===== src/rtl/assert_macros.svh =====
// Assertion macros shared by the zero-run symbol histogram RTL.
// Each macro expects clk and rst_n in scope; no other dependencies.
`ifndef ASSERT_MACROS_SVH
`define ASSERT_MACROS_SVH

// condition holds on every clock edge out of reset
`define ZRSH_ASSERT(lbl, cond, msg) \
  lbl: assert property (@(posedge clk) disable iff (!rst_n) (cond)) else $error(msg);

// same-cycle implication
`define ZRSH_ASSERT_IMP(lbl, ante, cons, msg) \
  lbl: assert property (@(posedge clk) disable iff (!rst_n) (ante) |-> (cons)) else $error(msg);

// next-cycle implication
`define ZRSH_ASSERT_NEXT(lbl, ante, cons, msg) \
  lbl: assert property (@(posedge clk) disable iff (!rst_n) (ante) |=> (cons)) else $error(msg);

`endif


===== src/rtl/zrsh_pkg.sv =====
// Package for the zero-run symbol histogram: sizes, codes, queue entry type
// and saturation helpers. No dependencies.
package zrsh_pkg;

  localparam int SYMBOLS     = 256;
  localparam int RUN_BINS    = 16;
  localparam int COUNT_WIDTH = 32;

  localparam int MAIN_DEPTH = SYMBOLS + RUN_BINS;
  localparam int MAIN_AW    = $clog2(MAIN_DEPTH);
  localparam int AFT_AW     = $clog2(SYMBOLS);
  localparam int BIN_W      = $clog2(MAIN_DEPTH + 1);
  localparam int CALC_W     = (BIN_W > 9) ? BIN_W : 9;
  localparam int CLS_W      = $clog2(RUN_BINS + 1);

  localparam int OP_W    = 2;
  localparam int VALUE_W = 8;
  localparam int INDEX_W = 9;
  localparam int OUT_W   = 32;

  localparam int SYMCFG_W = 9;
  localparam int RUNCFG_W = 5;
  localparam logic [SYMCFG_W-1:0] SYMBOL_COUNT_RST = 9'd256;
  localparam logic [RUNCFG_W-1:0] RUN_CLASSES_RST  = 5'd16;

  localparam int CFG_AW   = 3;
  localparam int CFG_DW   = 32;
  localparam int REG_BIT  = 2;

  localparam int QUEUE_DEPTH = 4;
  localparam int Q_AW        = $clog2(QUEUE_DEPTH);
  localparam int Q_CW        = $clog2(QUEUE_DEPTH + 1);

  typedef enum logic [OP_W-1:0] {
    OP_PUT    = 2'd0,
    OP_FINISH = 2'd1,
    OP_READ   = 2'd2
  } op_t;

  typedef enum logic [0:0] {
    REG_SYMBOL_COUNT = 1'b0,
    REG_RUN_CLASSES  = 1'b1
  } reg_idx_t;

  typedef logic [COUNT_WIDTH-1:0] count_t;
  typedef logic [OUT_W-1:0]       out_count_t;

  typedef struct packed {
    logic               main_inc;
    logic               main_rd;
    logic [MAIN_AW-1:0] main_addr;
    logic               after_inc;
    logic               after_rd;
    logic [AFT_AW-1:0]  after_addr;
    out_count_t         total;
    out_count_t         zeros;
    logic               err;
  } qentry_t;

  function automatic count_t sat_inc(input count_t c);
    return (c == '1) ? c : c + 1'b1;
  endfunction

  function automatic out_count_t out_sat(input count_t c);
    logic [63:0] w;
    w = 64'(c);
    return (w > 64'hFFFF_FFFF) ? '1 : w[OUT_W-1:0];
  endfunction

endpackage


===== src/rtl/zrsh_queue.sv =====
// Short FIFO of classified items between the front and back ends.
// Depends on zrsh_pkg and assert_macros.svh.
`include "assert_macros.svh"
module zrsh_queue (
  input  logic              clk,
  input  logic              rst_n,
  input  logic              push_i,
  input  zrsh_pkg::qentry_t entry_i,
  output logic              full_o,
  output logic              valid_o,
  output zrsh_pkg::qentry_t head_o,
  input  logic              pop_i
);
  import zrsh_pkg::*;

  qentry_t         entries_r [QUEUE_DEPTH];
  logic [Q_AW-1:0] wr_ptr_r;
  logic [Q_AW-1:0] rd_ptr_r;
  logic [Q_CW-1:0] cnt_r;

  assign full_o  = cnt_r == Q_CW'(QUEUE_DEPTH);
  assign valid_o = cnt_r != '0;
  assign head_o  = entries_r[rd_ptr_r];

  always_ff @(posedge clk) begin
    if (push_i) begin
      entries_r[wr_ptr_r] <= entry_i;
    end
  end

  always_ff @(posedge clk) begin
    if (!rst_n) begin
      wr_ptr_r <= '0;
      rd_ptr_r <= '0;
      cnt_r    <= '0;
    end else begin
      if (push_i) begin
        wr_ptr_r <= (wr_ptr_r == Q_AW'(QUEUE_DEPTH - 1)) ? '0 : wr_ptr_r + 1'b1;
      end
      if (pop_i) begin
        rd_ptr_r <= (rd_ptr_r == Q_AW'(QUEUE_DEPTH - 1)) ? '0 : rd_ptr_r + 1'b1;
      end
      if (push_i && !pop_i) begin
        cnt_r <= cnt_r + 1'b1;
      end else if (pop_i && !push_i) begin
        cnt_r <= cnt_r - 1'b1;
      end
    end
  end

  `ZRSH_ASSERT_IMP(a_no_push_full, full_o, !push_i, "push into full queue")
  `ZRSH_ASSERT_IMP(a_no_pop_empty, !valid_o, !pop_i, "pop from empty queue")
  `ZRSH_ASSERT_NEXT(a_cnt_grow, push_i && !pop_i, cnt_r == Q_CW'($past(cnt_r) + 1'b1), "queue count did not grow on push")

endmodule


===== config.mk =====
export PLATFORM = sky130hd
export DESIGN_NAME = zrsh_queue
export DESIGN_NICKNAME = d
export VERILOG_FILES = /design/src/rtl/zrsh_pkg.sv /design/src/rtl/zrsh_queue.sv
export VERILOG_INCLUDE_DIRS = /design/src /design/src/rtl
export SDC_FILE = /design/constraint.sdc
export NUM_CORES = 1
export LEC_CHECK = 0
export BUFFER_PORTS_ARGS = -buffer_cell sky130_fd_sc_hd__buf_2
export CAP_MARGIN = 20
export CORE_MARGIN = 5
export CORE_UTILIZATION = 40
export CTS_CLUSTER_DIAMETER = 30
export DETAILED_ROUTE_END_ITERATION = 8
export HOLD_SLACK_MARGIN = 0.12
export PLACE_DENSITY = 0.67
export SLEW_MARGIN = 20
export SYNTH_ARGS = -nofsm -noshare
export SYNTH_HDL_FRONTEND = slang
export SYNTH_SLANG_ARGS = --single-unit

===== constraint.sdc =====
create_clock -name clk -period 3.2 [get_ports clk]
set_input_delay 0.64 -clock clk [delete_from_list [all_inputs] [get_ports clk]]
set_output_delay 0.64 -clock clk [all_outputs]
set_load 0.005 [all_outputs]

; ---- After elaboration in Yosys (flattened, before gate mapping)
; Memory sizes are Yosys's and may differ from the RTL's. A register that Yosys moved wholly into a read port is not among the register bits.
; Cells that the tools add are included.
[classes]
reduce_logical = 6
add_sub_neg = 4
n_eq_ne = 3
mux = 8
[op_table]
columns = cell, count
row1 = $mux W2, 4
row2 = $mux W3, 2
row3 = $add A2 B1 Y2 const B, 2
row4 = $eq A2 B2 Y1 const B, 2
row5 = $add A3 B1 Y3 const B, 1
row6 = $eq A3 B3 Y1 const B, 1
row7 = $reduce_bool A3 Y1, 1
row8 = $sub A3 B1 Y3 const B, 1
row9 = $logic_and A1 B1 Y1, 2
row10 = $logic_not A1 Y1, 2
row11 = $mux W1, 2
row12 = $reduce_bool A2 Y1, 1
[word_totals]
ff_bits = 7
memories = 1
ramBits = 344
out_inout_bits = 88
[mem_list]
columns = memory, depth, width, rd, rd_ports_with_merged_regs, wr, line_no
row1 = entries_r, 4, 86, 1, 1, 1, zrsh_queue.sv:16  ; qentry_t entries_r [QUEUE_DEPTH];

; ---- Logic depth before layout (Yosys ltp)
; Gate-level depths: netlist (run 1).
[logic_depth]
depth_word = 4
ltp_mapped = 7

; ---- Worst setup path before layout (run 1)
; No wires, ideal clock.
[synth_timing]
path_type = input-to-reg
from = in push_i
to = mem entries_r[0][0] (netlist bit) (enable)
required_time_ns = 2.746
setup_slack_ns = 0.109
cell_stages = 1
arrival_time_ns = 2.637
setup_ns = 0.454
cell_sequence = and2_1
[synth_via]
elab_chain_len = 2
[synth_lines]
columns = item, line_no
row1 = "start, declared", zrsh_queue.sv:7  ; input logic push_i,
row2 = $mux W1, zrsh_queue.sv:26  ; if (push_i) begin
row3 = $mux W1 (implied by the code), zrsh_queue.sv:27  ; entries_r[wr_ptr_r] <= entry_i;
row4 = "end, declared", zrsh_queue.sv:16
; Every way passes these cells.

==> results of run 1 <==
## placed cells by master (no fill, tap or decap), types with 7 or more instances in the layout
master                       count
sky130_fd_sc_hd__clkinv_4        7
sky130_fd_sc_hd__inv_6           8
sky130_fd_sc_hd__clkbuf_16      61
sky130_fd_sc_hd__buf_12          7
sky130_fd_sc_hd__clkinv_2        8
sky130_fd_sc_hd__clkinvlp_4     14
sky130_fd_sc_hd__buf_2         177
sky130_fd_sc_hd__mux4_2         86
sky130_fd_sc_hd__edfxtp_1      344
sky130_fd_sc_hd__dfxtp_1         7
## worst paths after layout
kind	to	depth (start not counted)
worst max register to register	entries_r[3][47]	3
worst min-delay path	entries_r[3][12]	1
worst min register to register	cnt_r[2]	2
worst max-delay path	head_o[69]	3
## kinds of logic (layout without fill, tap and decap cells)
family,count (synthesis),in the layout
other cells,0,2
simple gates,15,15
buf+inv,24,304
fa+ha+maj,7,7
mux,90,90
xor+xnor,2,2
flops,353,353
compound gates,3,3
## layer usage
| layer | vias to the layer above | part of all wire | track usage | wire (um) |
|---|---|---|---|---|
| met4 | 4 | 0.016 | 0.0415 | 385 |
| met2 | 200 | 0.51 | 0.234 | 12600 |
| met5 | - | 0.0011 | 0 | 27 |
| li1 | 2620 | - | - | - |
| met1 | 3103 | 0.40 | 0.166 | 9720 |
| met3 | 40 | 0.075 | 0.0426 | 1830 |
## per-stage QoR
step                      cells  utilization  hold WS, ns  power [mW]
after floorplan             494            -        0.467        5.89
after global placement     1066        0.451        0.479        6.24
after detailed placement   1066        0.451        0.525        6.28
after CTS                  1176        0.515        0.269        12.5
after global routing       1178        0.516        0.279        12.8
final                      1178        0.516        0.304        12.4
## worst reg2reg max path: cells and delay by family, from the launching register on
family,cells,cell delay [ns]
fa+ha+maj,1,0.22
buf+inv,1,0.40
flops,1,0.40
simple gates,1,0.36
## layout make-up
type | instances | share of cell area
sequential | 353 | 0.643
timing repair buffer | 190 | 0.0655
clock buffer | 63 | 0.0938
multi-input combinational | 117 | 0.135
tap | 402 | 0.0308
antenna | 2 | 0.000306
clock inverter | 47 | 0.0302
inverter | 4 | 0.000918
## state kept, by name, indices dropped and copies added (netlist names), named ones only
signal     flops
entries_r    344
cnt_r          3
rd_ptr_r       2
wr_ptr_r       2
## where the power goes
| part | switching [mW] | internal (mW) | total, mW | leakage (nW) |
|---|---|---|---|---|
| logic | 0.396 | 0.394 | 0.790 | 1.40 |
| registers | 0.0691 | 5.30 | 5.37 | 3.24 |
| clock network | 2.19 | 4.01 | 6.20 | 0.957 |
==> impl_results.html, run 1 <==
<table>
<tr><th>Metric</th><th>Value</th></tr>
<tr><th colspan="2">Run status</th></tr>
<tr><td>Result of the run</td><td>complete, no violations</td></tr>
<tr><th colspan="2">Setup path</th></tr>
<tr><td>Internal reg-to-reg setup slack</td><td>1.46 ns</td></tr>
<tr><td>Cell with the biggest individual delay on the critical path</td><td>sky130_fd_sc_hd__dfxtp_4</td></tr>
<tr><td>Maximum fanout along the worst path</td><td>21</td></tr>
<tr><td>Reg-to-reg startpoint</td><td>wr_ptr_r[0]</td></tr>
<tr><td>Critical path buffers and inverters</td><td>2</td></tr>
<tr><td>Start-to-end type of the worst setup path</td><td>reg2out</td></tr>
<tr><td>Startpoint class of the critical path</td><td>flop</td></tr>
<tr><td>Largest incremental delay on the critical path</td><td>0.63 ns</td></tr>
<tr><td>Kind of cell with the highest combined delay on the critical path</td><td>flip-flops</td></tr>
<tr><td>Arrival time worst endpoint</td><td>2.30 ns</td></tr>
<tr><td>Critical path cell sequence</td><td>buf_4, mux4_2, buf_2</td></tr>
<tr><td>Data required time at the worst endpoint</td><td>2.56 ns</td></tr>
<tr><td>Crit end category</td><td>output pin</td></tr>
<tr><th colspan="2">Logic synthesis</th></tr>
<tr><td>Main combinational cell family by area after synthesis</td><td>multiplexers</td></tr>
<tr><td>Yosys Warn Count</td><td>0</td></tr>
<tr><td>Top cells by area in the synthesized netlist</td><td>sky130_fd_sc_hd__edfxtp_1, sky130_fd_sc_hd__mux4_2, sky130_fd_sc_hd__dfxtp_1, sky130_fd_sc_hd__buf_12, sky130_fd_sc_hd__ha_1</td></tr>
<tr><td>Multiplexer share of the synthesized area</td><td>0.153</td></tr>
<tr><td>Ys flop type</td><td>sky130_fd_sc_hd__edfxtp_1</td></tr>
<tr><td>Library cell occupying the most area in the post-synthesis netlist</td><td>sky130_fd_sc_hd__edfxtp_1</td></tr>
<tr><td>Count of different cell masters after synthesis</td><td>22</td></tr>
<tr><td>Adder-cell share of the synthesized area</td><td>0.00737</td></tr>
<tr><td>Yosys reg bits</td><td>353</td></tr>
<tr><td>Register area share after synthesis</td><td>0.815</td></tr>
<tr><td>FFs w/ async S/R, synth</td><td>0</td></tr>
<tr><td>Most used standard cell by instance count after synthesis</td><td>sky130_fd_sc_hd__edfxtp_1</td></tr>
<tr><td>Fraction of synthesized cell area in xor and xnor cells</td><td>0.00136</td></tr>
<tr><td>Synthesized Nets</td><td>591</td></tr>
<tr><td>Mapped Area</td><td>12900 sq um</td></tr>
<tr><td>Count of mapped cells out of synthesis</td><td>494</td></tr>
<tr><td>Top cell type's share of synthesized area</td><td>0.801</td></tr>
<tr><td>Simple-gate portion of the synthesized area</td><td>0.00708</td></tr>
<tr><td>Number of flops mapped to enable cells by yosys</td><td>344</td></tr>
<tr><td>Synthesized area per cell</td><td>26.1 sq um</td></tr>
<tr><td>Commonest cells post-synth</td><td>sky130_fd_sc_hd__edfxtp_1, sky130_fd_sc_hd__mux4_2, sky130_fd_sc_hd__buf_2</td></tr>
<tr><td>Fraction of the mapped netlist area in compound gates</td><td>0.00155</td></tr>
<tr><th colspan="2">Clock network</th></tr>
<tr><td>TritonCTS clock tree</td><td>done</td></tr>
<tr><td>Num CTS Buffers</td><td>60</td></tr>
<tr><td>Number of sinks handled by clock tree synthesis</td><td>353</td></tr>
<tr><td>Maximum level of the CTS H-tree</td><td>2</td></tr>
<tr><td>Clock edge transition at the registers on the reported setup and hold paths</td><td>0.05 ns</td></tr>
<tr><td>Setup bufs post-CTS</td><td>0</td></tr>
<tr><td>Number of resized instances in the post-cts repair step</td><td>0</td></tr>
<tr><td>Clock latency reported for the late side of the worst-skew pair</td><td>0.55 ns</td></tr>
<tr><td>Count of hold-fix buffers inserted at cts</td><td>0</td></tr>
<tr><td>Buffer levels on the longest clock path</td><td>3</td></tr>
<tr><td>Master cell of the clock root buffer</td><td>sky130_fd_sc_hd__clkbuf_16</td></tr>
<tr><th colspan="2">Timing</th></tr>
<tr><td>Final worst-path setup slack</td><td>0.260 ns</td></tr>
<tr><td>Number of failing hold endpoints at the final stage</td><td>0</td></tr>
<tr><td>Final period util</td><td>0.919</td></tr>
<tr><td>Worst clock skew</td><td>0.0170 ns</td></tr>
<tr><td>Highest Clock Rate</td><td>340 MHz</td></tr>
<tr><td>Slew Limit Headroom</td><td>0.693</td></tr>
<tr><td>Final count of negative-setup-slack endpoints</td><td>0</td></tr>
<tr><td>Final worst path period need</td><td>2.94 ns</td></tr>
<tr><td>Slew at the pin closest to its max-slew limit</td><td>0.461 ns</td></tr>
<tr><td>Max Slew Vio Count</td><td>0</td></tr>
<tr><td>RSZ-0062 raised after global routing</td><td>no</td></tr>
<tr><td>Total Negative Setup Slacks</td><td>0 ns</td></tr>
<tr><th colspan="2">Die</th></tr>
<tr><td>I/O pin cnt</td><td>178</td></tr>
<tr><td>Vertical extent of the die</td><td>190 um</td></tr>
<tr><td>Die width</td><td>190 um</td></tr>
<tr><td>Row count</td><td>65</td></tr>
<tr><td>Total die area</td><td>35900 sq um</td></tr>
<tr><td>Initial core utilization</td><td>0.407</td></tr>
<tr><td>Core area</td><td>31700 sq um</td></tr>
<tr><th colspan="2">Final layout</th></tr>
<tr><td>Share of final-layout standard cells stronger than drive strength 1</td><td>0.503</td></tr>
<tr><td>Sequential cell area in the final layout</td><td>10500 sq um</td></tr>
<tr><td>Layout filler cell count</td><td>2493</td></tr>
<tr><td>Synthesis-to-layout area growth</td><td>26.7%</td></tr>
<tr><td>Area of combinational cells with multiple inputs</td><td>2210 sq um</td></tr>
<tr><td>Summed area of non-filler cells in the final layout</td><td>16400 sq um</td></tr>
<tr><td>Layout Nets</td><td>823</td></tr>
<tr><th colspan="2">Placed design</th></tr>
<tr><td>Input/output buffers</td><td>177</td></tr>
<tr><td>Weighted congestion at the end of routability-driven global placement</td><td>0.777</td></tr>
<tr><td>Dpl cell area</td><td>14300 sq um</td></tr>
<tr><td>Setup WS pre-CTS</td><td>0.755 ns</td></tr>
<tr><td>HPWL after detailed placement</td><td>14900 um</td></tr>
<tr><th colspan="2">Pwr</th></tr>
<tr><td>Peak supply drop</td><td>488 uV</td></tr>
<tr><td>Power density normalized to cell area</td><td>756 nW/um^2</td></tr>
<tr><td>Leakage power</td><td>5.59 nW</td></tr>
<tr><th colspan="2">GRT</th></tr>
<tr><td>Antenna violations before repair</td><td>4</td></tr>
<tr><td>Vias in the first global route</td><td>6788</td></tr>
<tr><td>GRT overflow</td><td>0</td></tr>
<tr><td>Total Routing Usage GR</td><td>0.136</td></tr>
<tr><td>Maximum number of pins on one net before global-route repair</td><td>48</td></tr>
<tr><td>First-pass GRT wire length</td><td>38100 um</td></tr>
<tr><th colspan="2">Drt</th></tr>
<tr><td>Routed Wire Length</td><td>24500 um</td></tr>
<tr><td>Total via count in the routed design</td><td>5967</td></tr>
<tr><td>Via density per instance</td><td>5.07</td></tr>
<tr><td>First-pass iteration count of the detailed router</td><td>4</td></tr>
<tr><td>Remaining number of nets flagged by the antenna check after routing</td><td>0</td></tr>
<tr><td>Drt drc</td><td>0</td></tr>
<tr><td>Average wire length per cell after detail routing</td><td>20.8 um</td></tr>
<tr><td>Iteration-0 DRC count of the detailed router</td><td>271</td></tr>
<tr><th colspan="2">Job</th></tr>
<tr><td>Number of max-capacitance violations reported</td><td>0</td></tr>
<tr><th colspan="2">Hold path</th></tr>
<tr><td>Min-delay worst type</td><td>in2reg</td></tr>
<tr><td>Start point of the worst min-delay path</td><td>entry_i[12]</td></tr>
</table>
Note: power is estimated with default switching activity, not from simulation.
==> run 2, diff against run 1 <==
PLACE_DENSITY = 0.65   (was 0.67)
clock period = 2.9 ns   (was 3.2 ns; I/O delays follow)
==> run 2 against run 1 <==
Compared with the run above:
- combinational power increased by 15%
- count of clock-buffer cells in the layout grew 14
- worst hold slack lost 0.052 ns
- highest routed layer unchanged
==> impl_results.html, run 2 (same netlist as run 1, synthesis figures left out) <==
<table>
<tr><th>Metric</th><th>Value</th></tr>
<tr><th colspan="2">Timing</th></tr>
<tr><td>Final period util</td><td>0.889</td></tr>
<tr><td>Highest Clock Rate</td><td>388 MHz</td></tr>
<tr><td>Number of failing hold endpoints at the final stage</td><td>0 (unchanged)</td></tr>
<tr><td>Final worst path period need</td><td>2.58 ns</td></tr>
<tr><td>Total Negative Setup Slacks</td><td>0 ns (unchanged)</td></tr>
<tr><td>RSZ-0062 raised after global routing</td><td>no (unchanged)</td></tr>
<tr><td>Worst clock skew</td><td>0.0194 ns (was 0.0170 ns)</td></tr>
<tr><td>Final count of negative-setup-slack endpoints</td><td>0 (unchanged)</td></tr>
<tr><td>Slew Limit Headroom</td><td>0.586 (was 0.693)</td></tr>
<tr><td>Worst slack on hold paths</td><td>0.252 ns (was 0.304 ns)</td></tr>
<tr><td>Slew at the pin closest to its max-slew limit</td><td>0.621 ns (was 0.461 ns)</td></tr>
<tr><td>Max Slew Vio Count</td><td>0 (unchanged)</td></tr>
<tr><th colspan="2">Drt</th></tr>
<tr><td>First-pass iteration count of the detailed router</td><td>4 (unchanged)</td></tr>
<tr><td>Metal1 wirelength</td><td>9860 um (was 9720 um)</td></tr>
<tr><td>Iteration-0 DRC count of the detailed router</td><td>337 (was 271)</td></tr>
<tr><td>Remaining number of nets flagged by the antenna check after routing</td><td>0 (unchanged)</td></tr>
<tr><td>Drt drc</td><td>0 (unchanged)</td></tr>
<tr><td>Average wire length per cell after detail routing</td><td>21.2 um (was 20.8 um)</td></tr>
<tr><td>Metal2 WL</td><td>12900 um (was 12600 um)</td></tr>
<tr><td>Routed Wire Length</td><td>25300 um (was 24500 um)</td></tr>
<tr><td>Total via count in the routed design</td><td>6030 (was 5967)</td></tr>
<tr><td>Highest routed metal layer</td><td>met5 (unchanged)</td></tr>
<tr><td>Via density per instance</td><td>5.05 (was 5.07)</td></tr>
<tr><td>Met3 wirelength from detailed routing</td><td>2110 um (was 1830 um)</td></tr>
<tr><th colspan="2">Final layout</th></tr>
<tr><td>Most frequent standard cell in the layout excluding fill and tap cells</td><td>sky130_fd_sc_hd__edfxtp_1 (unchanged)</td></tr>
<tr><td>Biggest registers after layout</td><td>entries_r (344), cnt_r (3) (unchanged)</td></tr>
<tr><td>Synthesis-to-layout area growth</td><td>30.8% (was 26.7%)</td></tr>
<tr><td>Layout Nets</td><td>834 (was 823)</td></tr>
<tr><td>Largest register by flop count</td><td>entries_r (unchanged)</td></tr>
<tr><td>Number of flip-flops under the largest register name</td><td>344 (unchanged)</td></tr>
<tr><td>Share of final-layout standard cells stronger than drive strength 1</td><td>0.504 (was 0.503)</td></tr>
<tr><td>Sequential cell area in the final layout</td><td>10500 sq um (unchanged)</td></tr>
<tr><td>Area of combinational cells with multiple inputs</td><td>2210 sq um (unchanged)</td></tr>
<tr><td>Diodes inserted</td><td>0 (was 2)</td></tr>
<tr><td>Layout filler cell count</td><td>2442 (was 2493)</td></tr>
<tr><td>Most used cells in the layout excluding fill and tap cells</td><td>sky130_fd_sc_hd__edfxtp_1, sky130_fd_sc_hd__buf_2, sky130_fd_sc_hd__mux4_2 (unchanged)</td></tr>
<tr><td>Post-layout instance count excluding filler cells</td><td>1195 (was 1178)</td></tr>
<tr><th colspan="2">Placed design</th></tr>
<tr><td>Cell total after placement</td><td>1066 (unchanged)</td></tr>
<tr><td>Weighted congestion at the end of routability-driven global placement</td><td>0.713 (was 0.777)</td></tr>
<tr><td>Input/output buffers</td><td>177 (unchanged)</td></tr>
<tr><td>HPWL after detailed placement</td><td>15000 um (was 14900 um)</td></tr>
<tr><th colspan="2">Setup path</th></tr>
<tr><td>Maximum fanout along the worst path</td><td>41 (was 21)</td></tr>
<tr><td>Crit end category</td><td>output pin (unchanged)</td></tr>
<tr><td>Start-to-end type of the worst setup path</td><td>reg2out (unchanged)</td></tr>
<tr><td>Arrival time worst endpoint</td><td>2.00 ns (was 2.30 ns)</td></tr>
<tr><td>Data required time at the worst endpoint</td><td>2.32 ns (was 2.56 ns)</td></tr>
<tr><td>Startpoint class of the critical path</td><td>flop (unchanged)</td></tr>
<tr><th colspan="2">Clock network</th></tr>
<tr><td>Num CTS Buffers</td><td>71 (was 60)</td></tr>
<tr><td>Clock latency reported for the late side of the worst-skew pair</td><td>0.54 ns (was 0.55 ns)</td></tr>
<tr><td>Number of sinks handled by clock tree synthesis</td><td>353 (unchanged)</td></tr>
<tr><td>Master cell of the clock root buffer</td><td>sky130_fd_sc_hd__clkbuf_16 (unchanged)</td></tr>
<tr><td>Maximum level of the CTS H-tree</td><td>3 (was 2)</td></tr>
<tr><td>Number of resized instances in the post-cts repair step</td><td>0 (unchanged)</td></tr>
<tr><td>Setup bufs post-CTS</td><td>0 (unchanged)</td></tr>
<tr><td>Clock edge transition at the registers on the reported setup and hold paths</td><td>0.06 ns (was 0.05 ns)</td></tr>
<tr><td>TritonCTS clock tree</td><td>done (unchanged)</td></tr>
<tr><td>Buffer levels on the longest clock path</td><td>3 (unchanged)</td></tr>
<tr><td>Count of hold-fix buffers inserted at cts</td><td>0 (unchanged)</td></tr>
<tr><th colspan="2">Pwr</th></tr>
<tr><td>Leakage power</td><td>5.86 nW (was 5.59 nW)</td></tr>
<tr><td>Peak supply drop</td><td>628 uV (was 488 uV)</td></tr>
<tr><td>Power density normalized to cell area</td><td>895 nW/um^2 (was 756 nW/um^2)</td></tr>
<tr><th colspan="2">GRT</th></tr>
<tr><td>Antenna violations before repair</td><td>1 (was 4)</td></tr>
<tr><td>GRT overflow</td><td>0 (unchanged)</td></tr>
<tr><td>Maximum number of pins on one net before global-route repair</td><td>48 (unchanged)</td></tr>
<tr><td>Vias in the first global route</td><td>6902 (was 6788)</td></tr>
<tr><td>Total Routing Usage GR</td><td>0.143 (was 0.136)</td></tr>
<tr><td>First-pass GRT wire length</td><td>39400 um (was 38100 um)</td></tr>
<tr><th colspan="2">Die</th></tr>
<tr><td>Vertical extent of the die</td><td>190 um (unchanged)</td></tr>
<tr><td>Row count</td><td>65 (unchanged)</td></tr>
<tr><td>Initial core utilization</td><td>0.407 (unchanged)</td></tr>
<tr><td>Die width</td><td>190 um (unchanged)</td></tr>
<tr><td>Core area</td><td>31700 sq um (unchanged)</td></tr>
<tr><td>I/O pin cnt</td><td>178 (unchanged)</td></tr>
<tr><td>Total die area</td><td>35900 sq um (unchanged)</td></tr>
<tr><th colspan="2">Hold path</th></tr>
<tr><td>Min-delay worst type</td><td>in2reg (unchanged)</td></tr>
<tr><th colspan="2">Job</th></tr>
<tr><td>Number of max-capacitance violations reported</td><td>0 (unchanged)</td></tr>
<tr><th colspan="2">Run status</th></tr>
<tr><td>Result of the run</td><td>complete, no violations (unchanged)</td></tr>
</table>
==> run 2: cell count changes in the layout (fill, tap and decap cells not counted), moves of 3 or more <==
cell / previous run / this run
sky130_fd_sc_hd__clkinv_1: 1 / 7
sky130_fd_sc_hd__inv_6: 8 / 11
sky130_fd_sc_hd__clkbuf_16: 61 / 73
sky130_fd_sc_hd__buf_4: 6 / 1
sky130_fd_sc_hd__buf_12: 7 / 12
sky130_fd_sc_hd__clkinvlp_4: 14 / 3
sky130_fd_sc_hd__bufinv_16: 6 / 12
sky130_fd_sc_hd__clkinv_4: 7 / 11
==> run 2: worst paths after layout <==
check               from          endpoint  slack [ns]  cells past startpoint
max reg2reg  wr_ptr_r[0]  entries_r[0][65]        1.24                      4
min reg2reg     cnt_r[2]          cnt_r[2]        0.54                      2
min          entry_i[17]  entries_r[3][17]        0.25                      1
max                 flop        head_o[20]        0.32                      3
==> run 2: power breakdown <==
group	switching (mW)	internal (mW)	total (mW)	leakage (nW)
clock	2.58	5.70	8.28	1.21
sequential	0.0599	5.86	5.92	3.24
combinational	0.461	0.445	0.906	1.42
==> run 2: critical path, stage by stage, from the launching register on <==
cell and delay (ns):
sky130_fd_sc_hd__dfxtp_4 0.38, sky130_fd_sc_hd__buf_12 0.33, sky130_fd_sc_hd__mux4_2 0.57, sky130_fd_sc_hd__buf_2 0.15
==> run 2: routing by layer <==
| metal | vias up | global-route usage |
|---|---|---|
| met5 | - | 0 |
| met2 | 224 | 0.242 |
| li1 | 2648 | - |
| met1 | 3114 | 0.176 |
| met3 | 42 | 0.0477 |
| met4 | 2 | 0.0445 |
==> run 2: cell type report <==
type | count | share of cell area
inverters | 4 | 0.000890
flip-flops and latches | 353 | 0.623
multi-input cells | 117 | 0.131
well taps | 402 | 0.0298
clock inverters | 52 | 0.0384
repair buffers | 190 | 0.0672
clock buffers | 77 | 0.109
==> run 2: stage by stage <==
step	setup slack (ns)	util	total power [mW]	cell area (sq um)
final	0.323	0.532	15.1	16900
after global routing	0.210	0.532	15.7	16900
after CTS	0.242	0.532	15.3	16900
after detailed placement	0.757	0.453	6.94	14400
after global placement	0.820	0.453	6.90	14400
after floorplan	0.811	-	6.49	12900
