`src/rtl/assert_macros.svh`:
```
// Assertion macros shared by the zero-run symbol histogram RTL.
// Each macro expects clk and rst_n in scope; no other dependencies.
`ifndef ASSERT_MACROS_SVH
`define ASSERT_MACROS_SVH

// condition holds on every clock edge out of reset
`define ZRSH_ASSERT(lbl, cond, msg) \
  lbl: assert property (@(posedge clk) disable iff (!rst_n) (cond)) else $error(msg);

// same-cycle implication
`define ZRSH_ASSERT_IMP(lbl, ante, cons, msg) \
  lbl: assert property (@(posedge clk) disable iff (!rst_n) (ante) |-> (cons)) else $error(msg);

// next-cycle implication
`define ZRSH_ASSERT_NEXT(lbl, ante, cons, msg) \
  lbl: assert property (@(posedge clk) disable iff (!rst_n) (ante) |=> (cons)) else $error(msg);

`endif

```
`src/rtl/zrsh_pkg.sv`:
```
// Package for the zero-run symbol histogram: sizes, codes, queue entry type
// and saturation helpers. No dependencies.
package zrsh_pkg;

  localparam int SYMBOLS     = 256;
  localparam int RUN_BINS    = 16;
  localparam int COUNT_WIDTH = 32;

  localparam int MAIN_DEPTH = SYMBOLS + RUN_BINS;
  localparam int MAIN_AW    = $clog2(MAIN_DEPTH);
  localparam int AFT_AW     = $clog2(SYMBOLS);
  localparam int BIN_W      = $clog2(MAIN_DEPTH + 1);
  localparam int CALC_W     = (BIN_W > 9) ? BIN_W : 9;
  localparam int CLS_W      = $clog2(RUN_BINS + 1);

  localparam int OP_W    = 2;
  localparam int VALUE_W = 8;
  localparam int INDEX_W = 9;
  localparam int OUT_W   = 32;

  localparam int SYMCFG_W = 9;
  localparam int RUNCFG_W = 5;
  localparam logic [SYMCFG_W-1:0] SYMBOL_COUNT_RST = 9'd256;
  localparam logic [RUNCFG_W-1:0] RUN_CLASSES_RST  = 5'd16;

  localparam int CFG_AW   = 3;
  localparam int CFG_DW   = 32;
  localparam int REG_BIT  = 2;

  localparam int QUEUE_DEPTH = 4;
  localparam int Q_AW        = $clog2(QUEUE_DEPTH);
  localparam int Q_CW        = $clog2(QUEUE_DEPTH + 1);

  typedef enum logic [OP_W-1:0] {
    OP_PUT    = 2'd0,
    OP_FINISH = 2'd1,
    OP_READ   = 2'd2
  } op_t;

  typedef enum logic [0:0] {
    REG_SYMBOL_COUNT = 1'b0,
    REG_RUN_CLASSES  = 1'b1
  } reg_idx_t;

  typedef logic [COUNT_WIDTH-1:0] count_t;
  typedef logic [OUT_W-1:0]       out_count_t;

  typedef struct packed {
    logic               main_inc;
    logic               main_rd;
    logic [MAIN_AW-1:0] main_addr;
    logic               after_inc;
    logic               after_rd;
    logic [AFT_AW-1:0]  after_addr;
    out_count_t         total;
    out_count_t         zeros;
    logic               err;
  } qentry_t;

  function automatic count_t sat_inc(input count_t c);
    return (c == '1) ? c : c + 1'b1;
  endfunction

  function automatic out_count_t out_sat(input count_t c);
    logic [63:0] w;
    w = 64'(c);
    return (w > 64'hFFFF_FFFF) ? '1 : w[OUT_W-1:0];
  endfunction

endpackage

```
`src/rtl/zrsh_if.sv`:
```
// Input and result channel interfaces (valid/ready plus payload).
// Depends on zrsh_pkg for field widths.
interface zrsh_in_if;
  logic                         valid;
  logic                         ready;
  logic [zrsh_pkg::OP_W-1:0]    operation;
  logic [zrsh_pkg::VALUE_W-1:0] value;
  logic [zrsh_pkg::INDEX_W-1:0] read_index;

  modport source(output valid, operation, value, read_index, input ready);
  modport sink(input valid, operation, value, read_index, output ready);
endinterface


```
`src/rtl/zrsh_front.sv`:
```
// Front end: accepts input transfers, keeps run length and value counters,
// and turns each item into histogram actions. Depends on zrsh_pkg, zrsh_if.
module zrsh_front (
  input  logic                            clk,
  input  logic                            rst_n,
  zrsh_in_if.sink                         in_ch,
  input  logic [zrsh_pkg::SYMCFG_W-1:0]   symbol_count_i,
  input  logic [zrsh_pkg::RUNCFG_W-1:0]   run_classes_i,
  input  logic                            q_full_i,
  input  logic                            clearing_i,
  output logic                            push_o,
  output zrsh_pkg::qentry_t               entry_o
);
  import zrsh_pkg::*;

  count_t run_r, run_nxt;
  count_t total_r, total_nxt;
  count_t zero_r, zero_nxt;

  logic [CALC_W-1:0]  eff_sym;
  logic [CLS_W-1:0]   eff_cls;
  logic [CLS_W-1:0]   cls;
  logic [MAIN_AW-1:0] run_bin;
  logic               v_err;
  logic               accept;

  assign in_ch.ready = !q_full_i && !clearing_i;
  assign accept      = in_ch.valid && in_ch.ready;
  assign push_o      = accept;

  always_comb begin
    if (CALC_W'(symbol_count_i) < CALC_W'(2)) begin
      eff_sym = CALC_W'(2);
    end else if (32'(symbol_count_i) > 32'(SYMBOLS)) begin
      eff_sym = CALC_W'(SYMBOLS);
    end else begin
      eff_sym = CALC_W'(symbol_count_i);
    end

    if (run_classes_i == '0) begin
      eff_cls = CLS_W'(1);
    end else if (32'(run_classes_i) > 32'(RUN_BINS)) begin
      eff_cls = CLS_W'(RUN_BINS);
    end else begin
      eff_cls = CLS_W'(run_classes_i);
    end

    cls     = (64'(run_r) >= 64'(eff_cls)) ? eff_cls : CLS_W'(run_r);
    run_bin = MAIN_AW'(eff_sym) + MAIN_AW'(cls) - MAIN_AW'(1);
    v_err   = 32'(in_ch.value) >= 32'(eff_sym);
  end

  always_comb begin
    run_nxt   = run_r;
    total_nxt = total_r;
    zero_nxt  = zero_r;
    entry_o   = '0;

    case (op_t'(in_ch.operation))
      OP_PUT: begin
        if (v_err) begin
          entry_o.err = 1'b1;
        end else begin
          total_nxt = sat_inc(total_r);
          if (in_ch.value == '0) begin
            zero_nxt = sat_inc(zero_r);
            run_nxt  = sat_inc(run_r);
          end else if (run_r != '0) begin
            entry_o.main_inc   = 1'b1;
            entry_o.main_addr  = run_bin;
            entry_o.after_inc  = 1'b1;
            entry_o.after_addr = AFT_AW'(in_ch.value);
            run_nxt            = '0;
          end else begin
            entry_o.main_inc  = 1'b1;
            entry_o.main_addr = MAIN_AW'(in_ch.value);
          end
        end
      end
      OP_FINISH: begin
        if (run_r != '0) begin
          entry_o.main_inc  = 1'b1;
          entry_o.main_addr = run_bin;
          run_nxt           = '0;
        end
      end
      OP_READ: begin
        entry_o.main_rd    = 32'(in_ch.read_index) < 32'(MAIN_DEPTH);
        entry_o.after_rd   = 32'(in_ch.read_index) < 32'(SYMBOLS);
        entry_o.main_addr  = MAIN_AW'(in_ch.read_index);
        entry_o.after_addr = AFT_AW'(in_ch.read_index);
      end
      default: begin
      end
    endcase

    entry_o.total = out_sat(total_nxt);
    entry_o.zeros = out_sat(zero_nxt);
  end

  always_ff @(posedge clk) begin
    if (!rst_n) begin
      run_r   <= '0;
      total_r <= '0;
      zero_r  <= '0;
    end else if (accept) begin
      run_r   <= run_nxt;
      total_r <= total_nxt;
      zero_r  <= zero_nxt;
    end
  end

endmodule

```
`src/flat_wrapper.sv`:
```
// flat-port wrapper written by rule: the top's interface ports become plain ports
module zrsh_front_flat import zrsh_pkg::*;
  (clk, rst_n, symbol_count_i, run_classes_i, q_full_i, clearing_i, push_o, entry_o, in_ch_valid, in_ch_operation, in_ch_value, in_ch_read_index, in_ch_ready);
  zrsh_in_if in_ch_i ();
  input  logic clk;
  input  logic rst_n;
  input  logic [zrsh_pkg::SYMCFG_W-1:0] symbol_count_i;
  input  logic [zrsh_pkg::RUNCFG_W-1:0] run_classes_i;
  input  logic q_full_i;
  input  logic clearing_i;
  output logic push_o;
  output zrsh_pkg::qentry_t entry_o;
  input wire logic [$bits(in_ch_i.valid)-1:0] in_ch_valid;
  input wire logic [$bits(in_ch_i.operation)-1:0] in_ch_operation;
  input wire logic [$bits(in_ch_i.value)-1:0] in_ch_value;
  input wire logic [$bits(in_ch_i.read_index)-1:0] in_ch_read_index;
  output wire logic [$bits(in_ch_i.ready)-1:0] in_ch_ready;
  assign in_ch_i.valid = in_ch_valid;
  assign in_ch_i.operation = in_ch_operation;
  assign in_ch_i.value = in_ch_value;
  assign in_ch_i.read_index = in_ch_read_index;
  assign in_ch_ready = in_ch_i.ready;
  zrsh_front u_core (.clk(clk), .rst_n(rst_n), .in_ch(in_ch_i), .symbol_count_i(symbol_count_i), .run_classes_i(run_classes_i), .q_full_i(q_full_i), .clearing_i(clearing_i), .push_o(push_o), .entry_o(entry_o));
endmodule
```
`config.mk`:
```
export PLATFORM = sky130hd
export DESIGN_NAME = zrsh_front_flat
export DESIGN_NICKNAME = d
export VERILOG_FILES = /design/src/rtl/assert_macros.svh /design/src/rtl/zrsh_pkg.sv /design/src/rtl/zrsh_if.sv /design/src/rtl/zrsh_front.sv /design/src/flat_wrapper.sv
export SDC_FILE = /design/constraint.sdc
export NUM_CORES = 1
export LEC_CHECK = 0
export BUFFER_PORTS_ARGS = -buffer_cell sky130_fd_sc_hd__buf_4
export CAP_MARGIN = 10
export CORE_MARGIN = 5
export CORE_UTILIZATION = 50
export DETAILED_ROUTE_END_ITERATION = 10
export PLACE_DENSITY = 0.72
export SLEW_MARGIN = 20
export SYNTH_ARGS = -nofsm -noshare
export SYNTH_HDL_FRONTEND = slang
export SYNTH_SLANG_ARGS = --single-unit
```
`constraint.sdc`:
```
create_clock -name clk -period 12.05 [get_ports clk]
set_input_delay 0.6025 -clock clk [delete_from_list [all_inputs] [get_ports clk]]
set_output_delay 0.6025 -clock clk [all_outputs]
set_load 0.005 [all_outputs]
```
# [Yosys cells after proc, flatten, opt, wreduce, memory -nomap -nowiden]
# Cells that the tools add are included.
[word_totals] register_bits=96 output_inout_bits=88
[classes] magnitude_cmp=7 mux=35 n_reduce_logical=10 addsub=5 eq_ne=7
[ops] op="two-way mux 32 bit" count=11
[ops] op="adder 32 x 1 -> 32 bit, second input constant" count=3
[ops] op="equality test 32 bit, second input constant" count=3
[ops] op="one-hot mux 32 bit (2 select lines)" count=1
[ops] op="two-way mux 9 bit" count=4
[ops] op=">= comparator 32 x 5 -> 1 bit" count=1
[ops] op="nonzero test 32 bit" count=1
[ops] op="one-hot mux 9 bit (3 select lines)" count=1
[ops] op="two-way mux 8 bit" count=3
[ops] op="two-way mux 10 bit" count=2
[ops] op="less-than comparator 9 bit, second input constant" count=2
[ops] op="one-hot mux 8 bit (2 select lines)" count=1
[ops] op="two-way mux 5 bit" count=3
[ops] op="adder 9 x 5 -> 9 bit" count=1
[ops] op=">= comparator 8 x 9 -> 1 bit" count=1
[ops] op="> comparator 9 bit, second input constant" count=1
[ops] op="less-than comparator 9 x 2 -> 1 bit, second input constant" count=1
[ops] op="subtractor 9 x 1 -> 9 bit, second input constant" count=1
[ops] op="logical NOT 8 bit" count=1
[ops] op="two-way mux 1 bit" count=8
[ops] op="> comparator 5 bit, second input constant" count=1
[ops] op="logical NOT 5 bit" count=1
[ops] op="AND reduction 4 bit" count=1
[ops] op="!= test 3 bit, second input constant" count=1
[ops] op="8 further kinds" count=10

# [Longest topological paths before layout]
# Gate-level depths: netlist (run 1).
[logic_depth] depth_word=11 ltp_mapped=24 ltp_nobuf=23

# [Worst setup path after synthesis (run 1)]
# Ideal clock, no wire load.
[synth_timing] path_kind="input port to output port" from="in run_classes_i[2] (netlist name)" to="out entry_o[82] (netlist name)" arrival_time_ns=4.539 path_slack_ns=6.908 stages=24 path_cell_list="nor3_1 -> nor2_1 -> nor2_1 -> ha_1 -> nand2b_1 -> a21o_1 -> a21oi_1 -> nor2b_1 -> o21ai_0 -> or4b_2 -> clkbuf_1 -> mux2_2 -> ha_1 -> inv_1 -> ha_1 -> inv_1 -> fa_1 -> nor2b_1 -> nor3_1 -> o21bai_1 -> a21oi_1 -> xor2_1 -> nor2_1 -> a221o_1"
[synth_rtl] item="start: declaration" line_no="flat_wrapper.sv:8" rtl="input logic [zrsh_pkg::RUNCFG_W-1:0] run_classes_i;"
[synth_rtl] item="end: declaration" line_no="flat_wrapper.sv:12" rtl="output zrsh_pkg::qentry_t entry_o;"

==> results.toml, run 1 <==
[run_status]
status = "finished, final reports clean"

[synthesis]
netlist_instances = 951
synth_area_per_cell_um2 = 7.703
synth.distinct_cells = 71
syn-cell-area_um2 = 7326
synth-seq-cells = 96
synth_nets = 1019
yosys_warnings = 0
synthArstFlopShare_pct = 0
ys.flop_type = "dfxtp_1"
synth_seq_area_share_pct = 26.23
synth_edf_count = 0

[timing]
fin_crit_ns = 5.604
slew_violations = 0
rsz0062_at_grt = "false"
timing.fmax_ghz = 0.1784
skew_ns = 0.008929
tns_ns = 0
hold_violations = 0
setup_viol = 0
slew_headroom_pct = 33.76
min_period_over_period_pct = 46.51
worst_slew_pin_slew_ns = 0.9912

[power_and_ir_drop]
leakage_nw = 3.470
power_density_nw_per_um2 = 79.99
worst_ir_drop_vdd_v = 0.00007363

[clock_tree]
ctsHtreeMaxLevel = 3
cts_tree = "yes"
insertion_delay_ns = 0.35
cts_max_path_buffers = 2
root_buffer = "clkbuf_16"
clock-sinks = 96
clkTransAtPathRegs_ns = 0.06
cts_setup_buffers = 0
cts_inserted_buffers = 9
hold_buffers = 0
ctsResizeCount = 0

[drt]
via_per_inst = 5.775
vias = 7086
drtPass1Iterations = 6
drt_iter0_drc = 594
drc = 0
avgRoutedWirePerCell_um = 15.84
drt-total-wl_um = 19440
antenna_left = 0

[die]
initial_core_util_pct = 50.60
fp.dieW_um = 131.0
core_area_um2 = 14480
die_area_um2 = 17170
io_pins = 126
dieHeight_um = 131.0
rows = 44

[flow_run]
cap_violations = 0

[global_route]
grt_usage_pct = 22.26
grt_overflow = 0
first_global_vias = 6458
grt_max_degree = 42
antenna_found_initial = 0
grt_pass1_wl_um = 31440

[place]
placed_area_um2 = 8238
place_congestion = 0.8724
hpwl_um = 14000
numPortBuffers = 125

[final_layout]
nFillCells = 1386
syn_to_final_growth_pct = 16.43
fin_area_um2 = 8529
multi_input_area_um2 = 5007
drive_gt1_share_pct = 18.31
final_nets = 1106
antenna_cells = 0
regArea_um2 = 1922

[worst_setup_path]
cp_slowest_stage_delay_ns = 0.70
cp-start-kind = "primary input"
cp_max_fo = 5
critPathArrivalTime_ns = 5.00
worstPathRequired_ns = 11.45
crit_type = "primary input to output port"
cp_slowest_cell = "or4b_2"
critPathCaptureType = "output port"

[min_path]
hold_path_class = "flip-flop to flip-flop"
## layer usage
metal	track usage, %	vias up	routed length, µm
met1	30.90	3287	8976
met5	0	-	0
met2	35.66	206	9008
met4	6.957	0	334
li1	-	3566	-
met3	3.252	27	1122
## worst max-delay path, delay by kind of cell
kind	cells	cell delay, ns
mux	1	0.32
simple gates	9	1.62
buf+inv	4	0.36
compound gates	6	0.92
xor+xnor	1	0.12
fa+ha+maj	4	1.06
## flip-flops by register name, indices dropped and copies added, names as in the netlist
| name | flops |
|---|---|
| u_core.run_r | 32 |
| u_core.total_r | 32 |
| u_core.zero_r | 32 |
## area by class of cell
type / instances / share of cell area (%)
clock buffers: 11 / 2.728
clock inverters: 5 / 0.6601
inverters: 30 / 1.320
multi-input cells: 772 / 58.71
flip-flops and latches: 96 / 22.53
well taps: 184 / 2.699
repair buffers: 129 / 11.35
## synth_stat cells, drive strengths merged, types with 2 or more instances
master  instances  area share (%)
nor2          134             6.9
dfxtp          96              26
nand2          94             4.9
xnor2          71             8.5
nand3          48             3.5
xor2           43             5.1
nor3           41             2.9
nor4           40             4.6
o21ai          39             2.8
a21oi          36             2.5
ha             29             5.0
inv            29             1.5
nand4          29             3.1
and3           28             2.5
clkbuf         27             1.4
buf            26             2.5
a31oi          12             1.0
nand2b         12             1.0
and2           10            0.89
and4            9             1.2
or3             9            0.77
mux2i           8             1.1
nor2b           7            0.60
a221o           6            0.82
a22o            6            0.72
a41oi           6            0.72
o211ai          6            0.61
or4             6            0.67
a21o            5            0.51
mux2            4            0.61
o31ai           4            0.41
nand4b          3            0.36
nor3b           3            0.68
o21bai          3            0.31
nor4b           2            0.53
o21a            2            0.22
o221a           2            0.31
o22ai           2            0.17
o41ai           2            0.24
## power breakdown
group	switching (mW)	internal, mW	leakage, nW	total [mW]
combinational	0.0429	0.0328	2.56	0.0756
clock	0.128	0.161	0.140	0.289
sequential	0.000149	0.317	0.773	0.317
total	0.171	0.511	3.47	0.682
## metrics by stage
stage / power, mW / cells / util (%) / worst slack (ns) / hold WS (ns)
after floorplan: 0.3716 / 951 / - / 6.908 / 0.4435
after global placement: 0.3991 / 1211 / 56.90 / 6.511 / 0.4697
after detailed placement: 0.3999 / 1211 / 56.90 / 6.426 / 0.4837
after CTS: 0.6862 / 1227 / 58.89 / 6.423 / 0.5005
after global routing: 0.7061 / 1227 / 58.91 / 6.118 / 0.5160
final: 0.6822 / 1227 / 58.91 / 6.446 / 0.4991
## cell families after synthesis
family                     share of synthesized area (%)
adders and majority gates                          5.226
xor gates and xnor gates                           13.63
and+or+nand+nor                                    35.42
DFF                                                26.23
buffers and inverters                              5.448
AOI/OAI and AO/OA                                  12.33
muxes                                              1.708
## cell usage in the layout, fill, tap and decap left out, types with 30 or more instances in the layout
cell type    n
buf_4      129
nand2_1     93
xnor2_1     71
xor2_1      43
nor2_1     134
nor3_1      39
nor4_1      30
a21oi_1     36
o21ai_0     36
dfxtp_1     96
nand3_1     45
## worst paths after layout
check,startpoint,endpoint,slack [ns],cells after the start
setup / recovery,run_classes_i[2],entry_o[82],6.45,25
hold reg to reg,u_core.run_r[30],u_core.run_r[30],0.50,1
setup reg to reg,u_core.total_r[14],u_core.total_r[17],9.21,7
hold / removal,u_core.run_r[30],u_core.run_r[30],0.50,1
No activity file was read; power rests on OpenSTA's default activity.
==> run 2, diff against run 1 <==
--- a/config.mk
+++ b/config.mk
@@ -5,12 +5,13 @@
 export SDC_FILE = /design/constraint.sdc
 export NUM_CORES = 1
 export LEC_CHECK = 0
+export ABC_AREA = 1
 export BUFFER_PORTS_ARGS = -buffer_cell sky130_fd_sc_hd__buf_4
 export CAP_MARGIN = 10
 export CORE_MARGIN = 5
 export CORE_UTILIZATION = 50
 export DETAILED_ROUTE_END_ITERATION = 10
-export PLACE_DENSITY = 0.72
+export PLACE_DENSITY = 0.74
 export SLEW_MARGIN = 20
 export SYNTH_ARGS = -nofsm -noshare
 export SYNTH_HDL_FRONTEND = slang
==> constraint.sdc (replaced) <==
create_clock -name clk -period 4.6 [get_ports clk]
set_input_delay 0.23 -clock clk [delete_from_list [all_inputs] [get_ports clk]]
set_output_delay 0.23 -clock clk [all_outputs]
set_load 0.005 [all_outputs]
==> run 2 against run 1 <==
Against the previous run: routed wire length rose by 35%; non-clock buffer count rose by 2; sequential cell count did not move; highest routed layer unchanged; largest cell class unchanged.
==> results.toml, run 2 <==
[run_status]
status = "finished, final reports clean"

[synthesis]
netlist.area_leader.share_pct = 22.57
synth.distinct_cells = 42
synthArstFlopShare_pct = 0
synth_nets = 1585
synth_area_per_cell_um2 = 5.613
synth-seq-cells = 96
netlist_instances = 1517
synth.most_common_cell = "nand2_1"
yosys_warnings = 0
ys_top_cells_by_area = "dfxtp_1, nand2_1, inv_1, nand3_1, nor2_1"
syn-cell-area_um2 = 8514
synth_seq_area_share_pct = 22.57
synth_edf_count = 0
ys.flop_type = "dfxtp_1"
synthTopCellsByCount = "nand2_1, inv_1, nor2_1"
yosys.area.top_type = "dfxtp_1"

[final_layout]
antenna_cells = 0
final_nets = 1684
top_regs = "u_core.run_r x32, u_core.total_r x32, u_core.zero_r x32"
nFillCells = 1709
final_common_cell = "nand2_1"
syn_to_final_growth_pct = 15.34
layout_common_cells = "nand2_1, inv_1, nor2_1"
drive_gt1_share_pct = 11.47

[worst_setup_path]
critPathArrivalTime_ns = 3.91
worstPathRequired_ns = 4.37
cp_max_fo = 10
cp_slowest_stage_delay_ns = 0.45
crit_type = "flip-flop to output port"
cp-start-kind = "flip-flop"
path_buf_inv = 6
critPathCaptureType = "output port"
crit_family = "adder cells"
path_cells = "inv_1 -> ha_1 -> o21a_1 -> o21ai_0 -> nand2_1 -> a21oi_1 -> o21ai_2 -> nand2_1 -> o21ai_1 -> ha_1 -> inv_1 -> ha_1 -> inv_1 -> fa_1 -> inv_1 -> nand4_1 -> nand3_1 -> xor2_1 -> inv_1 -> o21ai_0 -> nand3_1 -> buf_4"
crit_top_cell = "inv_1"
cp_slowest_cell = "dfxtp_1"

[clock_tree]
root_buffer = "clkbuf_16"
cts_inserted_buffers = 9
clkTransAtPathRegs_ns = 0.07
cts_max_path_buffers = 2
ctsResizeCount = 0
insertion_delay_ns = 0.36
clock-sinks = 96
hold_buffers = 0
cts_setup_buffers = 0
cts_tree = "yes"
ctsHtreeMaxLevel = 3

[drt]
drt-total-wl_um = 26270
antenna_left = 0
drtPass1Iterations = 7
drt_iter0_drc = 702
vias = 9809
via_per_inst = 5.328
avgRoutedWirePerCell_um = 14.27
drc = 0

[global_route]
grt_pass1_wl_um = 42720
grt_overflow = 0
antenna_found_initial = 0
first_global_vias = 8881
grt_max_degree = 78
grt_usage_pct = 25.82

[die]
initial_core_util_pct = 51.16
dieHeight_um = 140.5
core_area_um2 = 16640
io_pins = 126
fp.dieW_um = 140.5
die_area_um2 = 19740
rows = 47

[place]
hpwl_um = 19830
place_congestion = 0.9679
numPortBuffers = 125

[power_and_ir_drop]
total_power_mw = 2.042
worst_ir_drop_vdd_v = 0.0002175
power_density_nw_per_um2 = 208.0
leakage_nw = 4.642

[timing]
timing.fmax_ghz = 0.2415
rsz0062_at_grt = "false"
fin_crit_ns = 4.141
tns_ns = 0
hold_violations = 0
slew_violations = 0
slew_headroom_pct = 26.96
min_period_over_period_pct = 90.03
skew_ns = 0.008674
setup_viol = 0
worst_slew_pin_slew_ns = 1.094

[min_path]
hold_path_class = "primary input to flip-flop"

[flow_run]
cap_violations = 0
[run 2: routing by layer]
layer  global-route usage [%]  up-vias  wire length (µm)
li1                         -     5012                 -
met5                        0        -                 0
met1                    35.98     4406             12240
met4                    8.006        0               508
met2                    41.08      354             11670
met3                    3.954       37              1846
[run 2: worst paths after layout]
| kind | startpoint | endpoint | cells after the start | slack [ns] |
|---|---|---|---|---|
| hold / removal | rst_n | u_core.zero_r[10] | 3 | 0.23 |
| setup / recovery | u_core.run_r[0] | entry_o[82] | 22 | 0.46 |
| hold reg to reg | u_core.run_r[15] | u_core.run_r[15] | 2 | 0.51 |
| setup reg to reg | u_core.run_r[1] | u_core.run_r[18] | 12 | 2.25 |
[run 2: final cells by class]
type                    instances  area (µm²)  share of cell area (%)
clock inverters                 5       40.04                  0.4077
multi-input cells            1120        5386                   54.85
repair buffers                131       983.4                   10.01
clock buffers                  11       242.7                   2.472
inverters                     258       970.9                   9.887
flip-flops and latches         96        1922                   19.57
well taps                     220       275.3                   2.803
[run 2: through the flow]
| step | instance area (µm²) | hold WS, ns | std cells | worst slack [ns] | util [%] |
|---|---|---|---|---|---|
| 3_3_place_gp | 9529 | 0.4817 | 1825 | 0.4443 | 57.26 |
| 6_report | 9821 | 0.2268 | 1841 | 0.4586 | 59.01 |
| 4_1_cts | 9812 | 0.2165 | 1841 | 0.3274 | 58.96 |
| 5_1_grt | 9821 | 0.2369 | 1841 | 0.02594 | 59.01 |
| 2_1_floorplan | 8514 | 0.3684 | 1517 | 1.025 | - |
| 3_5_place_dp | 9529 | 0.4968 | 1825 | 0.3983 | 57.26 |
[run 2: where the power goes]
| group | total [mW] | internal [mW] | leakage (nW) | switching (mW) |
|---|---|---|---|---|
| registers | 0.888 | 0.859 | 0.781 | 0.0294 |
| clock network | 0.746 | 0.385 | 0.128 | 0.361 |
| logic | 0.408 | 0.164 | 3.73 | 0.243 |
[run 2: kinds of logic (layout without fill, tap and decap cells)]
kind of cell             Yosys count  in the layout  synth area share, %
AND/OR/NAND/NOR                  879            879                44.97
buffers and inverters            301            405                14.30
AO/OA/AOI/OAI                    195            195                12.02
flip-flops                        96             96                22.57
adder cells (fa/ha/maj)           30             30                4.497
XOR/XNOR                          16             16                1.646
[run 2: worst min-delay path, cell delays in order]
cell	delay, ns
buf_4	0.18
o21ai_0	0.09
a21oi_1	0.04
==> run 3, diff against run 2 <==
--- a/config.mk
+++ b/config.mk
@@ -12,6 +12,7 @@
 export CORE_UTILIZATION = 50
 export DETAILED_ROUTE_END_ITERATION = 10
 export PLACE_DENSITY = 0.74
+export RECOVER_POWER = 50
 export SLEW_MARGIN = 20
 export SYNTH_ARGS = -nofsm -noshare
 export SYNTH_HDL_FRONTEND = slang
==> run 3 against run 2 <==
Against the previous run: the run now ends with capacitance limit, slew limit left; first-iteration DRC count is 3.4% higher; clock power about the same; sequential share of layout area rose by 0.11 points; highest routed layer unchanged; via count shrank 0.12%; maximum frequency decreased by 1.6%; clock skew about the same; die area is the same; final area shrank 0.55%.
==> results.toml, run 3 (synthesis results as in run 2) <==
[min_path]
whs_endpoint = "u_core.zero_r[10]"
hp-start = "rst_n"
hold_path_class = "primary input to flip-flop"
holdPathStages = 3

[die]
die_area_um2 = 19740
initial_core_util_pct = 51.16
fp.dieW_um = 140.5
core_area_um2 = 16640
dieHeight_um = 140.5
rows = 47
io_pins = 126

[power_and_ir_drop]
swShare_pct = 31.07
p_clk_share_pct = 36.7
worst_ir_drop_vdd_v = 0.0002180
internal-power_mw = 1.406
leakage_nw = 4.614
power_density_nw_per_um2 = 208.9
seqPwrFrac_pct = 43.5
power_frac_comb_pct = 19.8
switchingPower_mw = 0.6339

[clock_tree]
insertion_delay_ns = 0.36
clkTransAtPathRegs_ns = 0.08
cts_setup_buffers = 0
cts_tree = "yes"
hold_buffers = 0
cts_inserted_buffers = 9
cts_max_path_buffers = 2
ctsHtreeMaxLevel = 3
root_buffer = "clkbuf_16"
clock-sinks = 96

[drt]
vias = 9797
antenna_left = 0
via_per_inst = 5.322
drt-total-wl_um = 26300
drc = 0
drtPass1Iterations = 8
avgRoutedWirePerCell_um = 14.29
drt_iter0_drc = 726

[final_layout]
layout_common_cells = "nand2_1, inv_1, nor2_1"
final_nets = 1684
antenna_cells = 0
drive_gt1_share_pct = 10.98
fin_area_um2 = 9767
top_regs = "u_core.run_r x32, u_core.total_r x32, u_core.zero_r x32"
syn_to_final_growth_pct = 14.71
final_common_cell = "nand2_1"

[timing]
rsz0062_at_grt = "false"
min_period_over_period_pct = 91.49
timing.fmax_ghz = 0.2376
fin_crit_ns = 4.208
worst_slew_pin_slew_ns = 2.559
skew_ns = 0.008710
setup_viol = 0
slew_violations = 53
slew_headroom_pct = -70.61
tns_ns = 0
hold_violations = 0

[worst_setup_path]
crit_top_cell = "nand2_1"
critPathCaptureType = "output port"
cp_max_fo = 30
r2r_slack_ns = 1.89
critPathArrivalTime_ns = 3.98
worstReg2RegStart = "u_core.zero_r[0]"
worstPathRequired_ns = 4.37
cp_slowest_stage_delay_ns = 0.98
regToRegEndpoint = "u_core.zero_r[5]"
cp-start-kind = "primary input"
reg2reg_depth = 11
path_cells = "buf_4 -> nor4_1 -> nand2_1 -> o31ai_1 -> nand2_1 -> ha_1 -> nand2_1 -> nand2_1 -> a21boi_4 -> nand4_4 -> nor2_2 -> nand3_1 -> nand2_1 -> inv_1 -> buf_4"
crit_type = "primary input to output port"
cp_slowest_cell = "nor2_2"

[global_route]
grt_max_degree = 78
grt_usage_pct = 25.82
grt_pass1_wl_um = 42720
antenna_found_initial = 0
first_global_vias = 8881
grt_overflow = 0

[place]
numPortBuffers = 125
hpwl_um = 19830
place_congestion = 0.9679
placed_area_um2 = 9529

[flow_run]
cap_violations = 1

[run_status]
status = "finished with violations"
violations = "capacitance limit, slew limit"
[run 3: changes by cell type in the layout (fill, tap and decap cells not counted), sizes merged]
cell,change
buf,-15
clkbuf,+15
[run 3: how the worst max path moves through the flow]
stage | cells after the start | end | from | slack, ns
after floorplan | 23 | entry_o[82] | run_classes_i[2] | 1.03
after global placement | 25 | entry_o[82] | run_classes_i[2] | 0.44
after detailed placement | 23 | entry_o[82] | run_classes_i[2] | 0.40
after CTS | 20 | entry_o[82] | u_core.run_r[26] | 0.33
after global routing | 25 | entry_o[82] | run_classes_i[2] | 0.03
final | 15 | entry_o[6] | symbol_count_i[6] | 0.39
[run 3: final cells by class]
cell class | instances | area [µm²]
tap | 220 | 275.3
inverter | 258 | 968.4
sequential | 96 | 1922
clock inverter | 5 | 40.04
clock buffer | 11 | 242.7
fill | 1718 | 6875
timing repair buffer | 131 | 968.4
multi-input combinational | 1120 | 5350
[run 3: critical path: cells and delay by family]
| family | cells | cell delay (ns) |
|---|---|---|
| AND/OR/NAND/NOR | 9 | 2.41 |
| buffers and inverters | 3 | 0.31 |
| AO/OA/AOI/OAI | 2 | 0.67 |
| adder cells (fa/ha/maj) | 1 | 0.35 |
[run 3: stage by stage]
step | total power, mW | setup WS, ns | utilization [%] | hold WS, ns | cells
2_1_floorplan | 1.153 | 1.025 | - | 0.3684 | 1517
3_3_place_gp | 1.309 | 0.4443 | 57.26 | 0.4817 | 1825
3_5_place_dp | 1.314 | 0.3983 | 57.26 | 0.4968 | 1825
4_1_cts | 2.055 | 0.3274 | 58.96 | 0.2165 | 1841
5_1_grt | 2.141 | 0.02594 | 58.69 | 0.2369 | 1841
6_report | 2.040 | 0.3916 | 58.69 | 0.2232 | 1841
[run 3: metal layers]
metal | share of wire [%] | track usage (%) | up-vias
met4 | 1.7 | 8.006 | 0
met2 | 44 | 41.08 | 352
met3 | 7.0 | 3.954 | 31
met5 | 0 | 0 | -
li1 | - | - | 5007
met1 | 47 | 35.98 | 4407
[run 3: power groups by stage]
stage	Combinational [mW]	Sequential, mW	Clock (mW)
6_report	0.404	0.888	0.748
4_1_cts	0.409	0.888	0.759
2_1_floorplan	0.254	0.899	0
5_1_grt	0.455	0.893	0.793
3_5_place_dp	0.407	0.907	0
3_3_place_gp	0.402	0.906	0
[run 3: repair_timing]
item                                   CTS  global route
gates resized for setup                  0             3
endpoints found under the hold margin    0             0
setup endpoints to repair                0             1
